File: src/rtl/kwsc_pkg.sv
// Package for the keyword substitution cipher: letter indices, request codes,
// table write port type and the reset contents of both substitution tables.
// Depends on nothing; every other file imports it.
package kwsc_pkg;

    localparam int ALPHABET = 26;
    localparam int IDX_W    = 5;

    typedef logic [IDX_W-1:0] idx_t;

    // Request codes carried in the action field.
    typedef enum logic [1:0] {
        ACT_CLEAR  = 2'd0,
        ACT_KEY    = 2'd1,
        ACT_FINISH = 2'd2,
        ACT_DATA   = 2'd3
    } action_t;

    localparam logic [7:0] ASCII_UA  = 8'h41;
    localparam logic [7:0] ASCII_UZ  = 8'h5A;
    localparam logic [7:0] ASCII_LA  = 8'h61;
    localparam logic [7:0] ASCII_LZ  = 8'h7A;
    localparam logic [7:0] CASE_GAP  = 8'd32;

    localparam idx_t LAST_IDX = idx_t'(ALPHABET - 1);
    localparam idx_t IDX_X    = idx_t'(23);
    localparam idx_t IDX_Y    = idx_t'(24);
    localparam idx_t IDX_Z    = idx_t'(25);

    // One write into a substitution table.
    typedef struct packed {
        logic we;
        idx_t addr;
        idx_t data;
    } ram_wr_t;

    // Read request issued by the key controller while it inverts the table.
    typedef struct packed {
        logic en;
        idx_t addr;
    } walk_rd_t;

    // Fill order Z X Y W V ... A; also the cipher table for an empty key.
    function automatic idx_t fill_letter(input idx_t pos);
        idx_t res;
        case (pos)
            idx_t'(0): res = IDX_Z;
            idx_t'(1): res = IDX_X;
            idx_t'(2): res = IDX_Y;
            default:   res = LAST_IDX - pos;
        endcase
        return res;
    endfunction

    // Inverse of the empty-key fill order.
    function automatic idx_t inverse_reset(input idx_t letter);
        idx_t res;
        case (letter)
            IDX_Z:   res = idx_t'(0);
            IDX_X:   res = idx_t'(1);
            IDX_Y:   res = idx_t'(2);
            default: res = LAST_IDX - letter;
        endcase
        return res;
    endfunction

endpackage

File: src/rtl/kwsc_if.sv
// Valid/ready channel interfaces for the cipher: the request channel carries
// action and value, the result channel carries out_byte. Depends on kwsc_pkg.
interface kwsc_req_if
    import kwsc_pkg::*;
();
    logic       valid;
    logic       ready;
    logic [1:0] action;
    logic [7:0] value;

    modport source (output valid, output action, output value, input ready);
    modport sink   (input valid, input action, input value, output ready);
endinterface

interface kwsc_res_if
    import kwsc_pkg::*;
();
    logic       valid;
    logic       ready;
    logic [7:0] out_byte;

    modport source (output valid, output out_byte, input ready);
    modport sink   (input valid, input out_byte, output ready);
endinterface

File: src/rtl/kwsc_table_ram.sv
// One 26-entry substitution table: synchronous RAM with one write and one
// registered read port, plus per-entry written flags. Depends on kwsc_pkg.
module kwsc_table_ram
    import kwsc_pkg::*;
(
    input  logic    clk,
    input  logic    rst_n,
    input  ram_wr_t wr,
    input  idx_t    rd_addr,
    output idx_t    rd_data,
    output logic    rd_valid,
    output idx_t    rd_addr_q
);

    idx_t                mem_reg [ALPHABET];
    logic [ALPHABET-1:0] valid_reg;
    idx_t                rd_data_reg;
    idx_t                rd_addr_reg;
    logic                rd_valid_reg;

    always_ff @(posedge clk)
    begin
        if (wr.we)
        begin
            mem_reg[wr.addr] <= wr.data;
        end
        rd_data_reg <= mem_reg[rd_addr];
        rd_addr_reg <= rd_addr;
    end

    // An entry never written since reset reads with its flag low, and the
    // user substitutes the reset contents.
    always_ff @(posedge clk or negedge rst_n)
    begin
        if (!rst_n)
        begin
            valid_reg    <= '0;
            rd_valid_reg <= 1'b0;
        end
        else
        begin
            if (wr.we)
            begin
                valid_reg[wr.addr] <= 1'b1;
            end
            rd_valid_reg <= valid_reg[rd_addr];
        end
    end

    assign rd_data   = rd_data_reg;
    assign rd_valid  = rd_valid_reg;
    assign rd_addr_q = rd_addr_reg;

endmodule

File: src/rtl/kwsc_key_ctrl.sv
// Key controller: letter-used mask, key length, key entry, the fill walk and
// the inverse-table build. Drives the write ports of both tables. Uses kwsc_pkg.
module kwsc_key_ctrl
    import kwsc_pkg::*;
(
    input  logic       clk,
    input  logic       rst_n,
    input  logic       req_fire,
    input  logic [1:0] req_action,
    input  logic [7:0] req_value,
    input  idx_t       cipher_eff,
    output logic       busy,
    output ram_wr_t    cipher_wr,
    output ram_wr_t    inverse_wr,
    output walk_rd_t   walk_rd
);

    typedef enum logic [1:0] {
        ST_IDLE,
        ST_FILL,
        ST_INVERT
    } state_t;

    state_t              state_reg, state_next;
    logic [ALPHABET-1:0] used_reg, used_next;
    idx_t                len_reg, len_next;
    idx_t                cnt_reg, cnt_next;

    logic [7:0] upper;
    logic [7:0] key_off;
    logic       key_letter;
    idx_t       place_idx;
    logic       place_try;
    logic       place_ok;

    always_comb
    begin
        upper = req_value;
        if (req_value >= ASCII_LA && req_value <= ASCII_LZ)
        begin
            upper = req_value - CASE_GAP;
        end
        key_letter = (upper >= ASCII_UA) && (upper <= ASCII_UZ);
        key_off    = upper - ASCII_UA;
    end

    always_comb
    begin
        state_next = state_reg;
        used_next  = used_reg;
        len_next   = len_reg;
        cnt_next   = cnt_reg;
        place_idx  = fill_letter(cnt_reg);
        place_try  = 1'b0;
        inverse_wr = '0;
        walk_rd    = '0;

        case (state_reg)
            ST_IDLE:
            begin
                if (req_fire)
                begin
                    case (action_t'(req_action))
                        ACT_CLEAR:
                        begin
                            used_next = '0;
                            len_next  = '0;
                        end
                        ACT_KEY:
                        begin
                            place_idx = key_off[IDX_W-1:0];
                            place_try = key_letter;
                        end
                        ACT_FINISH:
                        begin
                            state_next = ST_FILL;
                            cnt_next   = '0;
                        end
                        default:
                        begin
                        end
                    endcase
                end
            end
            ST_FILL:
            begin
                place_try = 1'b1;
                cnt_next  = cnt_reg + idx_t'(1);
                if (cnt_reg == LAST_IDX)
                begin
                    state_next = ST_INVERT;
                    cnt_next   = '0;
                end
            end
            ST_INVERT:
            begin
                // Read position cnt of the cipher table; in the next cycle the
                // letter found there is written back as an inverse entry.
                walk_rd.en   = (cnt_reg != idx_t'(ALPHABET));
                walk_rd.addr = walk_rd.en ? cnt_reg : '0;
                if (cnt_reg != '0)
                begin
                    inverse_wr.we   = 1'b1;
                    inverse_wr.addr = cipher_eff;
                    inverse_wr.data = cnt_reg - idx_t'(1);
                end
                cnt_next = cnt_reg + idx_t'(1);
                if (cnt_reg == idx_t'(ALPHABET))
                begin
                    state_next = ST_IDLE;
                end
            end
            default:
            begin
                state_next = ST_IDLE;
            end
        endcase

        place_ok = place_try && (len_reg < idx_t'(ALPHABET)) && !used_reg[place_idx];
        cipher_wr.we   = place_ok;
        cipher_wr.addr = len_reg;
        cipher_wr.data = place_idx;
        if (place_ok)
        begin
            used_next[place_idx] = 1'b1;
            len_next             = len_reg + idx_t'(1);
        end
    end

    always_ff @(posedge clk or negedge rst_n)
    begin
        if (!rst_n)
        begin
            state_reg <= ST_IDLE;
            used_reg  <= '0;
            len_reg   <= '0;
            cnt_reg   <= '0;
        end
        else
        begin
            state_reg <= state_next;
            used_reg  <= used_next;
            len_reg   <= len_next;
            cnt_reg   <= cnt_next;
        end
    end

    assign busy = (state_reg != ST_IDLE);

endmodule

File: src/rtl/keyword_substitution_cipher.sv
// Keyword substitution cipher, top level. Depends on kwsc_pkg, kwsc_if,
// kwsc_table_ram and kwsc_key_ctrl.
//
// Use: requests arrive on the req channel (valid/ready, action and value).
// A clear request empties the key, key-character requests add letters to the
// cipher alphabet, and a finish request completes the alphabet with the
// unused letters and rebuilds the decrypt table. Only data requests give a
// result, one out_byte on the res channel, in request order.
// The direction register selects the encrypt table (0) or the decrypt table
// (1); the user is to write it through cfg_we/cfg_data only while the block
// is idle, which the block itself does not enforce.
// Timing: data requests are taken one per cycle unless busy or stalled; a
// result passes from the registered read of the table RAM to the output
// register. Clear and key requests do not make the block busy. A finish
// request holds ready low through the fill walk, which places the unused
// letters in fill order, and the inverse build, which streams the cipher
// RAM through its single read port into the inverse RAM.
// When the receiver stalls, the result waits in the output register and one
// more data request may be held in the lookup stage; ready drops only once
// both are occupied. Reset clears the key, the direction and both channels;
// the tables then read as their empty-key contents.
module keyword_substitution_cipher
    import kwsc_pkg::*;
(
    input  logic          clk,
    input  logic          rst_n,
    input  logic          cfg_we,
    input  logic          cfg_data,
    kwsc_req_if.sink      req,
    kwsc_res_if.source    res
);

    logic direction_reg;

    // Lookup stage: a data request waiting for its table read.
    logic       s1_valid_reg;
    logic [7:0] s1_byte_reg;
    logic       s1_letter_reg;
    logic       s1_lower_reg;
    idx_t       s1_idx_reg;

    logic       out_valid_reg;
    logic [7:0] out_byte_reg;

    logic       fire;
    logic       stall;
    logic       busy;
    logic       is_upper;
    logic       is_lower;
    logic [7:0] letter_off;
    idx_t       req_idx;
    idx_t       look_addr;

    ram_wr_t    cipher_wr;
    ram_wr_t    inverse_wr;
    walk_rd_t   walk_rd;
    idx_t       cipher_raddr;
    idx_t       c_rd_data, c_rd_addr, i_rd_data, i_rd_addr;
    logic       c_rd_valid, i_rd_valid;
    idx_t       cipher_eff;
    idx_t       inverse_eff;
    idx_t       lookup;
    logic [7:0] result;

    // Requests stall on busy, or when the lookup stage cannot move on.
    assign stall     = s1_valid_reg && out_valid_reg && !res.ready;
    assign req.ready = !busy && !stall;
    assign fire      = req.valid && req.ready;

    always_comb
    begin
        is_upper   = (req.value >= ASCII_UA) && (req.value <= ASCII_UZ);
        is_lower   = (req.value >= ASCII_LA) && (req.value <= ASCII_LZ);
        letter_off = req.value - (is_lower ? ASCII_LA : ASCII_UA);
        // Non-letters read entry zero so the RAM address stays in range.
        req_idx    = (is_upper || is_lower) ? letter_off[IDX_W-1:0] : '0;
        // While stalled, the held address is read again every cycle, so the
        // RAM output stays valid for the waiting request.
        look_addr    = stall ? s1_idx_reg : req_idx;
        cipher_raddr = walk_rd.en ? walk_rd.addr : look_addr;
    end

    kwsc_table_ram u_cipher_ram (
        .clk       (clk),
        .rst_n     (rst_n),
        .wr        (cipher_wr),
        .rd_addr   (cipher_raddr),
        .rd_data   (c_rd_data),
        .rd_valid  (c_rd_valid),
        .rd_addr_q (c_rd_addr)
    );

    kwsc_table_ram u_inverse_ram (
        .clk       (clk),
        .rst_n     (rst_n),
        .wr        (inverse_wr),
        .rd_addr   (look_addr),
        .rd_data   (i_rd_data),
        .rd_valid  (i_rd_valid),
        .rd_addr_q (i_rd_addr)
    );

    // Entries not yet written since reset hold the empty-key tables.
    assign cipher_eff  = c_rd_valid ? c_rd_data : fill_letter(c_rd_addr);
    assign inverse_eff = i_rd_valid ? i_rd_data : inverse_reset(i_rd_addr);

    kwsc_key_ctrl u_key_ctrl (
        .clk        (clk),
        .rst_n      (rst_n),
        .req_fire   (fire),
        .req_action (req.action),
        .req_value  (req.value),
        .cipher_eff (cipher_eff),
        .busy       (busy),
        .cipher_wr  (cipher_wr),
        .inverse_wr (inverse_wr),
        .walk_rd    (walk_rd)
    );

    always_comb
    begin
        lookup = direction_reg ? inverse_eff : cipher_eff;
        if (s1_letter_reg)
        begin
            result = (s1_lower_reg ? ASCII_LA : ASCII_UA) + {{(8 - IDX_W){1'b0}}, lookup};
        end
        else
        begin
            result = s1_byte_reg;
        end
    end

    always_ff @(posedge clk or negedge rst_n)
    begin
        if (!rst_n)
        begin
            direction_reg <= 1'b0;
            s1_valid_reg  <= 1'b0;
            out_valid_reg <= 1'b0;
        end
        else
        begin
            if (cfg_we)
            begin
                direction_reg <= cfg_data;
            end
            if (!stall)
            begin
                s1_valid_reg <= fire && (action_t'(req.action) == ACT_DATA);
            end
            if (!out_valid_reg || res.ready)
            begin
                out_valid_reg <= s1_valid_reg;
            end
        end
    end

    always_ff @(posedge clk)
    begin
        if (fire)
        begin
            s1_byte_reg   <= req.value;
            s1_letter_reg <= is_upper || is_lower;
            s1_lower_reg  <= is_lower;
            s1_idx_reg    <= req_idx;
        end
        if (s1_valid_reg && (!out_valid_reg || res.ready))
        begin
            out_byte_reg <= result;
        end
    end

    assign res.valid    = out_valid_reg;
    assign res.out_byte = out_byte_reg;

endmodule

File: src/flat_wrapper.sv
// flat-port wrapper written by rule: the top's interface ports become plain ports
module keyword_substitution_cipher_flat import kwsc_pkg::*;
  (clk, rst_n, cfg_we, cfg_data, req_valid, req_action, req_value, req_ready, res_valid, res_out_byte, res_ready);
  kwsc_req_if req_i ();
  kwsc_res_if res_i ();
  input  logic clk;
  input  logic rst_n;
  input  logic cfg_we;
  input  logic cfg_data;
  input wire logic [$bits(req_i.valid)-1:0] req_valid;
  input wire logic [$bits(req_i.action)-1:0] req_action;
  input wire logic [$bits(req_i.value)-1:0] req_value;
  output wire logic [$bits(req_i.ready)-1:0] req_ready;
  output wire logic [$bits(res_i.valid)-1:0] res_valid;
  output wire logic [$bits(res_i.out_byte)-1:0] res_out_byte;
  input wire logic [$bits(res_i.ready)-1:0] res_ready;
  assign req_i.valid = req_valid;
  assign req_i.action = req_action;
  assign req_i.value = req_value;
  assign req_ready = req_i.ready;
  assign res_valid = res_i.valid;
  assign res_out_byte = res_i.out_byte;
  assign res_i.ready = res_ready;
  keyword_substitution_cipher u_core (.clk(clk), .rst_n(rst_n), .cfg_we(cfg_we), .cfg_data(cfg_data), .req(req_i), .res(res_i));
endmodule
File: config.mk
export PLATFORM = sky130hd
export DESIGN_NAME = keyword_substitution_cipher_flat
export DESIGN_NICKNAME = d
export VERILOG_FILES = /design/src/rtl/kwsc_pkg.sv /design/src/rtl/kwsc_if.sv /design/src/rtl/kwsc_table_ram.sv /design/src/rtl/kwsc_key_ctrl.sv /design/src/rtl/keyword_substitution_cipher.sv /design/src/flat_wrapper.sv
export SDC_FILE = /design/constraint.sdc
export NUM_CORES = 1
export LEC_CHECK = 0
export BUFFER_PORTS_ARGS = -buffer_cell sky130_fd_sc_hd__buf_2
export CORE_MARGIN = 2
export CORE_UTILIZATION = 25
export DETAILED_ROUTE_END_ITERATION = 12
export SLEW_MARGIN = 30
export SYNTH_ARGS = -nofsm -noshare
export SYNTH_HDL_FRONTEND = slang
export SYNTH_SLANG_ARGS = --single-unit
export TNS_END_PERCENT = 20
File: constraint.sdc
create_clock -name clk -period 3.95 [get_ports clk]
set_input_delay 0.5925 -clock clk [delete_from_list [all_inputs] [get_ports clk]]
set_output_delay 0.5925 -clock clk [all_outputs]
set_load 0.01 [all_outputs]
==> run_results.csv, run 1 <==
group,metric,value,unit
worst_setup_path,critical_path_class,"reg -> reg",
clocking,post_cts_buffers,0,
route,via_count,11300,
worst_setup_path,r2r_end,"u_core.u_cipher_ram.rd_valid$_DFF_PN0_",
clocking,cts_root_buf,"clkbuf_16",
worst_setup_path,reg2reg_depth,10,
yosys,ys.flop_type,"edfxtp_1",
placement,dpl.cell_count,2313,
yosys,synth-simple-area-share,0.107,
run_status,violations,"negative hold slack",
finish,final_cells,2391,
yosys,netlist_area,17700,sq um
run,cap_violations,0,
clocking,clk_pin_slew,0.06,ns
placement,dpl-instance-area,19200,sq um
run_status,status,"finished, violations left",
sta,rsz0062_at_grt,"no",
route,first_pass_iters,6,
worst_setup_path,reg2reg_from,"u_core.u_key_ctrl.cnt_reg[1]$_DFFE_PN0P_",
clocking,clockBufferDepth,3,
finish,fin_area,20600,sq um
yosys,yosys.area_share.xor_xnor,0.00791,
sta,hold_violations,1,
clocking,cts_tree,"done",
placement,portBuffers,25,
worst_setup_path,required,4.38,ns
finish,nFillCells,7164,
worst_setup_path,r2r_slack,0.32,ns
finish,final_layout_size_suffix_gt1_frac,0.143,
route,dr.first_iter.drc_count,861,
sta,whs,-0.000851,ns
clocking,clock-sinks,398,
yosys,synth_warnings,0,
yosys,ys_types,80,
clocking,ctsResizeCount,0,
grt,antenna_found_initial,0,
grt,grt_max_degree,65,
floorplan,io_pins,26,
yosys,syn-num-nets,1400,
finish,diodes,0,
sta,finalCritPeriodShare,0.919,
route,vias_per_cell,4.73,
yosys,async_flop_share,0.239,
clocking,hold_buffers,0,
yosys,synth.area.mux_share,0.0931,
finish,fin_nets,1455,
yosys,synth_top_family_by_area,"compound AO/OA/AOI/OAI gates",
floorplan,die_height,270,microns
sta,finalSetupTns,0,ns
clocking,clkLatencyLatePin,0.58,ns
placement,hpwl,27.8,mm
sta,drv_slew,0,
sta,period_needed,3.63,ns
yosys,synth-edff-count,283,
floorplan,rows,97,
sta,finalSetupViolCount,0,
worst_setup_path,crit_fanout,10,
power,p_leak,7.57,nW
clocking,cts_buffers,42,
yosys,synth_seq_cells,398,
sta,slew_headroom,0.417,
sta,clock.fmax,276,MHz
route,drcViolationCount,0,
sta,skew,0.0338,ns
floorplan,fp.coreArea,70100,sq um
yosys,synth_fa_ha_area_frac,0.0155,
floorplan,die_width,270,microns
grt,grt_first_pass_wirelength,66.2,mm
power,power,0.0123,W
finish,final_common_cell,"edfxtp_1",
power,power.density,598,nW/um^2
clocking,cts_max_level,2,
route,wl_per_cell,17.7,microns
placement,gp_congestion,0.843,
yosys,synth.avg_cell_area,13.0,sq um
finish,layout_common_cells,"edfxtp_1, mux2i_1, nand2_1, dfrtp_1, nor2_1",
grt,grt_overflow,0,
route,routed_wl,42.4,mm
yosys,synth_compound_area_frac,0.108,
floorplan,fp.dieArea,73000,sq um
grt,gr-usage-all-layers,0.115,
grt,grt_pass1_vias,11400,
floorplan,initial_core_util,0.253,
min_path,min_path_type,"in -> async",
route,antenna_left,0,
worst_setup_path,startpoint_type,"flop",
sta,worstMarginPinSlew,0.867,ns
finish,area_growth,16.2,%
worst_setup_path,arrival,4.06,ns
power,worst_ir_drop_vdd,310,uV
worst_setup_path,endpoint_kind,"flop",
yosys,synthCells,1362,
yosys,ys_seq_area_frac,0.636,
==> power by group <==
group | total, W | internal, W | switching, W
registers | 0.00524 | 0.00501 | 0.000224
logic | 0.00305 | 0.00102 | 0.00203
clock network | 0.00402 | 0.00238 | 0.00163
total | 0.0123 | 0.00841 | 0.00389
==> how the worst max path moves through the flow <==
stage / end / depth (start not counted) / start
2_1_floorplan: u_core.u_cipher_ram.mem_reg[10][0]$_DFFE_PP_ / 12 / req_value[0]
3_3_place_gp: u_core.u_inverse_ram.rd_data[3]$_DFF_P_ / 15 / req_value[0]
3_5_place_dp: u_core.u_inverse_ram.rd_data[3]$_DFF_P_ / 15 / req_value[0]
4_1_cts: u_core.u_cipher_ram.mem_reg[25][0]$_DFFE_PP_ / 12 / u_core.u_key_ctrl.cnt_reg[1]$_DFFE_PN0P_
5_1_grt: u_core.u_cipher_ram.mem_reg[25][1]$_DFFE_PP_ / 11 / u_core.u_key_ctrl.cnt_reg[1]$_DFFE_PN0P_
6_report: u_core.u_cipher_ram.rd_valid$_DFF_PN0_ / 10 / u_core.u_key_ctrl.cnt_reg[1]$_DFFE_PN0P_
==> synth_stat cells (7+ instances only) <==
master      n  area [sq um]
a211oi_1   39           293
a21oi_1    13          65.1
a31o_1     25           219
a31oi_1    10          62.6
a32o_1     28           280
a32oi_1    14           123
and2_1      8          50.1
and3_1     28           175
buf_1       7          26.3
buf_2      20           100
buf_4       7          52.6
clkbuf_1   33           124
dfrtp_1    95          2380
dfxtp_1    20           400
edfxtp_1  283          8500
ha_1       22           275
inv_1      45           169
inv_2      10          37.5
mux2_2     10           113
mux2i_1   148          1480
nand2_1   143           537
nand2b_1   10          62.6
nand3_1    43           215
nand4_1     7          43.8
nor2_1     75           282
nor3_1     18          90.1
o211ai_1   16           120
o21ai_0    29           145
o21ai_1     7          35.0
o221ai_1   11          96.3
or2_2      27           169
xnor2_1    11          96.3
==> metal layers <==
layer	wire, microns	part of all wire	track usage
met4	986	0.023	0.0339
met3	2200	0.052	0.0236
met1	18900	0.45	0.150
met5	0	0	0
met2	20200	0.48	0.191
==> layout make-up <==
cell class	count	area (sq um)	area share
timing repair buffer	82	622	0.0302
clock buffer	58	1150	0.0560
multi-input combinational	836	5900	0.286
tap	940	1180	0.0571
sequential	398	11300	0.548
clock inverter	20	246	0.0120
inverter	57	215	0.0105
==> stage by stage <==
| step | setup WS, ns | hold WS [ns] | util |
|---|---|---|---|
| after global placement | 0.0705 | 0.444 | 0.273 |
| after CTS | 0.328 | 0.153 | 0.293 |
| after global routing | 0.0983 | 0.0665 | 0.293 |
| final | 0.321 | -0.000851 | 0.293 |
| after floorplan | 0.255 | 0.297 | - |
| after detailed placement | 0.0801 | 0.454 | 0.273 |
==> cells by family (layout without fill, tap and decap cells) <==
kind of cell / after synthesis / in the layout
fa+ha+maj: 22 / 22
compound gates: 243 / 243
buf+inv: 128 / 217
flops: 398 / 398
xor+xnor: 16 / 16
mux: 161 / 161
simple gates: 394 / 394
==> critical path, cell delays in order, from the launching register on <==
cell,delay [ns]
dfrtp_1,0.50
ha_1,0.27
nand3b_1,0.15
o21ai_1,0.49
mux2_2,0.40
a31oi_1,0.25
buf_4,0.25
a211oi_1,0.06
a2111oi_0,0.64
a211oi_1,0.12
a311oi_1,0.38
Note: power is estimated with default switching activity, not from simulation.
==> run 2, diff against run 1 <==
Clock period 3.95 ns to 3.2 ns, I/O delays scaled along.
==> run_results.csv, run 2 (synthesized netlist as in run 1, its figures left out) <==
group,metric,value,unit
floorplan,fp.dieArea,73000,sq um
route,dr.first_iter.drc_count,616,
finish,fin_nets,1544,
sta,clock.fmax,320,MHz
route,drcViolationCount,0,
placement,dpl.cell_count,2394,
grt,grt_overflow,0,
sta,rsz0062_at_grt,"yes",
worst_setup_path,crit_fanout,10,
clocking,clockBufferDepth,3,
route,antenna_left,0,
grt,grt_first_pass_wirelength,66.8,mm
clocking,cts_root_buf,"clkbuf_16",
sta,period_needed,3.12,ns
clocking,clk_pin_slew,0.06,ns
floorplan,io_pins,26,
floorplan,rows,97,
run,cap_violations,0,
worst_setup_path,path_buf_inv,3,
grt,gr-usage-all-layers,0.116,
route,wl_per_cell,17.3,microns
clocking,clock-sinks,398,
sta,finalCritPeriodShare,0.976,
worst_setup_path,endpoint_kind,"flop",
worst_setup_path,critical_path_class,"reg -> reg",
sta,drv_slew,0,
finish,final_cells,2480,
route,first_pass_iters,4,
grt,grt_max_degree,69,
floorplan,fp.coreArea,70100,sq um
worst_setup_path,path_cells,"inv_2, ha_4, or4b_4, a31o_4, clkinv_8, nor3_1, a311o_1, a2111oi_4, and2_4, clkbuf_16, and3_4",
worst_setup_path,critical_path.max_stage_delay,0.47,ns
placement,hpwl,29.3,mm
sta,slew_headroom,0.474,
power,power,0.0160,W
floorplan,initial_core_util,0.253,
worst_setup_path,startpoint_type,"flop",
sta,worstMarginPinSlew,0.789,ns
route,vias_per_cell,4.62,
worst_setup_path,slowest_stage,"or4b_4",
worst_setup_path,crit_family,"simple AND/OR/NAND/NOR gates",
placement,portBuffers,25,
worst_setup_path,arrival,3.38,ns
power,power.density,735,nW/um^2
clocking,cts_buffers,43,
route,routed_wl,43.0,mm
route,via_count,11500,
finish,area_growth,22.8,%
floorplan,die_height,270,microns
grt,antenna_found_initial,0,
clocking,cts_tree,"done",
clocking,cts_max_level,2,
clocking,clkLatencyLatePin,0.57,ns
sta,finalSetupViolCount,0,
worst_setup_path,required,3.46,ns
floorplan,die_width,270,microns
finish,diodes,0,
power,p_leak,8.06,nW
sta,skew,0.0235,ns
finish,final_layout_size_suffix_gt1_frac,0.237,
finish,final_common_cell,"edfxtp_1",
min_path,min_path_type,"in -> reg",
power,worst_ir_drop_vdd,387,uV
finish,layout_common_cells,"edfxtp_1, mux2i_1, nand2_1, buf_4, dfrtp_1",
run_status,status,"finished clean",
placement,gp_congestion,0.833,
worst_setup_path,r2r_slack,0.08,ns
sta,hold_violations,0,
grt,grt_pass1_vias,11900,
[run 2: per-layer routing]
layer	GRT usage	vias to the layer above	part of all wire
li1	-	5443	-
met1	0.147	5736	0.45
met2	0.197	211	0.49
met3	0.0207	68	0.041
met4	0.0397	0	0.023
met5	0	-	0
[run 2: path summary, 6_finish.rpt]
check	startpoint	end	cells after the start
setup / recovery	u_core.u_key_ctrl.cnt_reg[1]$_DFFE_PN0P_	u_core.u_cipher_ram.mem_reg[4][2]$_DFFE_PP_	11
min in group asynchronous	rst_n	u_core.u_inverse_ram.valid_reg[17]$_DFFE_PN0P_	2
hold reg to reg	u_core.u_cipher_ram.valid_reg[21]$_DFFE_PN0P_	u_core.u_cipher_ram.valid_reg[21]$_DFFE_PN0P_	1
hold / removal	cfg_data	u_core.direction_reg$_DFFE_PN0P_	2
max in group asynchronous	rst_n	u_core.u_key_ctrl.state_reg[1]$_DFFE_PN0P_	3
setup reg to reg	u_core.u_key_ctrl.cnt_reg[1]$_DFFE_PN0P_	u_core.u_cipher_ram.mem_reg[4][2]$_DFFE_PP_	11
[run 2: stage by stage]
stage,utilization,setup WS (ns),hold WS [ns],setup TNS [ns],cell area [sq um]
final,0.310,0.0770,0.157,0,21800
after global routing,0.310,-0.0321,0.143,-1.32,21800
after CTS,0.308,0.0178,0.125,0,21600
after detailed placement,0.287,-0.314,0.452,-24.71,20100
after global placement,0.287,-0.194,0.444,-23.17,20100
after floorplan,-,-0.0324,0.184,-3.71,18000
[run 2: cell type report]
class | instances | area, sq um
tap | 940 | 1180
fill | 7090 | 48400
timing repair buffer | 170 | 1400
inverter | 57 | 241
multi-input combinational | 836 | 6220
clock buffer | 56 | 1190
clock inverter | 23 | 254
sequential | 398 | 11300
[run 2: timing repair]
item	CTS	global route
cloned	0	1
endpoints found under the setup margin	162	171
pin swaps	4	5
resized for setup	6	21
setup buffers	1	4
endpoints found under the hold margin	27	0
hold buffers	1	0
[run 2: worst register-to-register path: cells and delay by family, from the launching register on]
family | cells | cell delay, ns
AND/OR/NAND/NOR | 4 | 1.02
adder cells (fa/ha/maj) | 1 | 0.15
buffers and inverters | 3 | 0.33
flip-flops | 1 | 0.41
AO/OA/AOI/OAI | 3 | 0.91
[run 2: power breakdown]
part	internal [W]	total [W]	switching, W
combinational	0.00178	0.00450	0.00272
sequential	0.00619	0.00647	0.000275
clock	0.00303	0.00503	0.00200
total	0.0110	0.0160	0.00500
==> run 3, diff against run 2 <==
Settings changed: PLACE_DENSITY set to 0.45.
==> run_results.csv, run 3 (synthesized netlist as in run 1, its figures left out) <==
group,metric,value,unit
worst_setup_path,r2r_end,"u_core.u_cipher_ram.mem_reg[7][3]$_DFFE_PP_",
grt,grt_overflow,0,
route,first_pass_iters,5,
finish,area_growth,25.2,%
floorplan,initial_core_util,0.253,
route,dr.first_iter.drc_count,844,
sta,worstMarginPinSlew,0.873,ns
sta,finalCritPeriodShare,1.00,
power,p_leak,8.34,nW
route,antenna_left,0,
sta,finalSetupViolCount,6,
finish,final_layout_size_suffix_gt1_frac,0.265,
grt,grt_max_degree,56,
run_status,status,"finished, violations left",
worst_setup_path,crit_fanout,7,
grt,grt_pass1_vias,12000,
sta,whs,-0.00371,ns
route,drcViolationCount,0,
sta,drv_slew,0,
worst_setup_path,endpoint_kind,"flop",
worst_setup_path,r2r_slack,-0.002,ns
run,cap_violations,0,
placement,portBuffers,25,
clocking,cts_max_level,2,
worst_setup_path,reg2reg_depth,12,
finish,layout_common_cells,"edfxtp_1, buf_4, mux2i_1, nand2_1, dfrtp_1",
worst_setup_path,startpoint_type,"flop",
floorplan,die_height,270,microns
route,wl_per_cell,19.1,microns
sta,clock.fmax,312,MHz
power,power.density,731,nW/um^2
run_status,violations,"negative hold slack, negative setup slack",
grt,gr-usage-all-layers,0.131,
finish,final_cells,2536,
power,worst_ir_drop_vdd,382,uV
clocking,cts_buffers,43,
finish,diodes,0,
worst_setup_path,arrival,3.48,ns
clocking,clockBufferDepth,3,
clocking,clk_pin_slew,0.07,ns
clocking,clock-sinks,398,
sta,period_needed,3.20,ns
finish,fin_nets,1600,
route,routed_wl,48.4,mm
floorplan,fp.coreArea,70100,sq um
route,vias_per_cell,4.59,
grt,grt_first_pass_wirelength,74.1,mm
sta,skew,0.0253,ns
sta,fin_ws,-0.00201,ns
min_path,min_path_type,"in -> async",
clocking,cts_root_buf,"clkbuf_16",
floorplan,io_pins,26,
placement,dpl.cell_count,2453,
placement,hpwl,32.8,mm
floorplan,fp.dieArea,73000,sq um
finish,final_common_cell,"edfxtp_1",
sta,hold_violations,4,
sta,finalSetupTns,-0.00265,ns
floorplan,rows,97,
sta,rsz0062_at_grt,"yes",
worst_setup_path,required,3.47,ns
sta,slew_headroom,0.418,
clocking,clkLatencyLatePin,0.57,ns
placement,gp_congestion,0.790,
grt,antenna_found_initial,1,
floorplan,die_width,270,microns
route,via_count,11600,
worst_setup_path,critical_path_class,"reg -> reg",
worst_setup_path,reg2reg_from,"u_core.u_key_ctrl.state_reg[0]$_DFFE_PN0P_",
clocking,cts_tree,"done",
run 3: cell types whose count changed in the layout (fill, tap and decap cells not counted), moves of 2 or more:
cell / before / now
o311ai_1: 2 / 0
clkbuf_1: 9 / 12
nor3_1: 16 / 14
o221ai_1: 11 / 9
buf_4: 130 / 184
bufinv_16: 5 / 3
o311ai_0: 3 / 5
o221ai_2: 0 / 2
nor2_1: 73 / 71
run 3: timing repair:
item | 4_1_cts | 5_1_grt
hold buffers | 0 | 0
endpoints found under the hold margin | 0 | 0
pin swaps | 0 | 6
gates cloned | 0 | 3
setup buffers | 0 | 1
setup endpoints to repair | 167 | 188
resized for setup | 7 | 27
run 3: how the worst max path moves through the flow:
stage / from / to / slack (ns) / depth (start not counted)
6_report: u_core.u_key_ctrl.state_reg[0]$_DFFE_PN0P_ / u_core.u_cipher_ram.mem_reg[7][3]$_DFFE_PP_ / -0.002 / 12
4_1_cts: u_core.u_key_ctrl.cnt_reg[2]$_DFFE_PN0P_ / u_core.u_cipher_ram.rd_valid$_DFF_PN0_ / 0.002 / 13
3_3_place_gp: req_value[0] / u_core.u_inverse_ram.rd_valid$_DFF_PN0_ / -0.33 / 15
3_5_place_dp: req_value[0] / u_core.u_inverse_ram.rd_valid$_DFF_PN0_ / -0.31 / 15
5_1_grt: u_core.u_key_ctrl.state_reg[0]$_DFFE_PN0P_ / u_core.u_cipher_ram.mem_reg[8][3]$_DFFE_PP_ / -0.15 / 13
2_1_floorplan: u_core.u_key_ctrl.cnt_reg[0]$_DFFE_PN0P_ / u_core.u_cipher_ram.mem_reg[21][0]$_DFFE_PP_ / -0.03 / 13
run 3: layout make-up:
class | instances | area (sq um)
tap | 940 | 1180
inverter | 57 | 241
clock buffer | 59 | 1200
fill | 7059 | 48000
sequential | 398 | 11300
clock inverter | 20 | 175
multi-input combinational | 836 | 6250
timing repair buffer | 226 | 1850
run 3: metrics by stage:
step / area, sq um / util / power [W] / worst slack [ns]
after global routing: 22200 / 0.316 / 0.0170 / -0.146
after detailed placement: 20600 / 0.293 / 0.0112 / -0.314
after global placement: 20600 / 0.293 / 0.0112 / -0.326
final: 22200 / 0.316 / 0.0162 / -0.00201
after CTS: 22000 / 0.313 / 0.0162 / 0.00203
after floorplan: 18000 / - / 0.00912 / -0.0324
run 3: critical path, stage by stage (launching register included):
cell and delay [ns]:
dfrtp_1 0.38, inv_1 0.12, ha_4 0.18, and4b_2 0.30, and3_1 0.20, a21o_1 0.16, inv_2 0.10, a21boi_0 0.27
a32oi_2 0.13, a2111oi_4 0.34, and2_4 0.31, clkbuf_16 0.18, and3_4 0.22
run 3: layer usage:
metal	track usage	up-vias	wire (microns)
li1	-	5564	-
met4	0.0377	0	1100
met1	0.177	5864	22600
met5	0	-	0
met2	0.217	155	23300
met3	0.0192	66	1360
run 3: where the power goes:
| part | internal [W] | switching, W | leakage (nW) |
|---|---|---|---|
| combinational | 0.00197 | 0.00287 | 3.63 |
| clock | 0.00286 | 0.00202 | 0.677 |
| sequential | 0.00619 | 0.000299 | 4.03 |
| total | 0.0110 | 0.00520 | 8.34 |
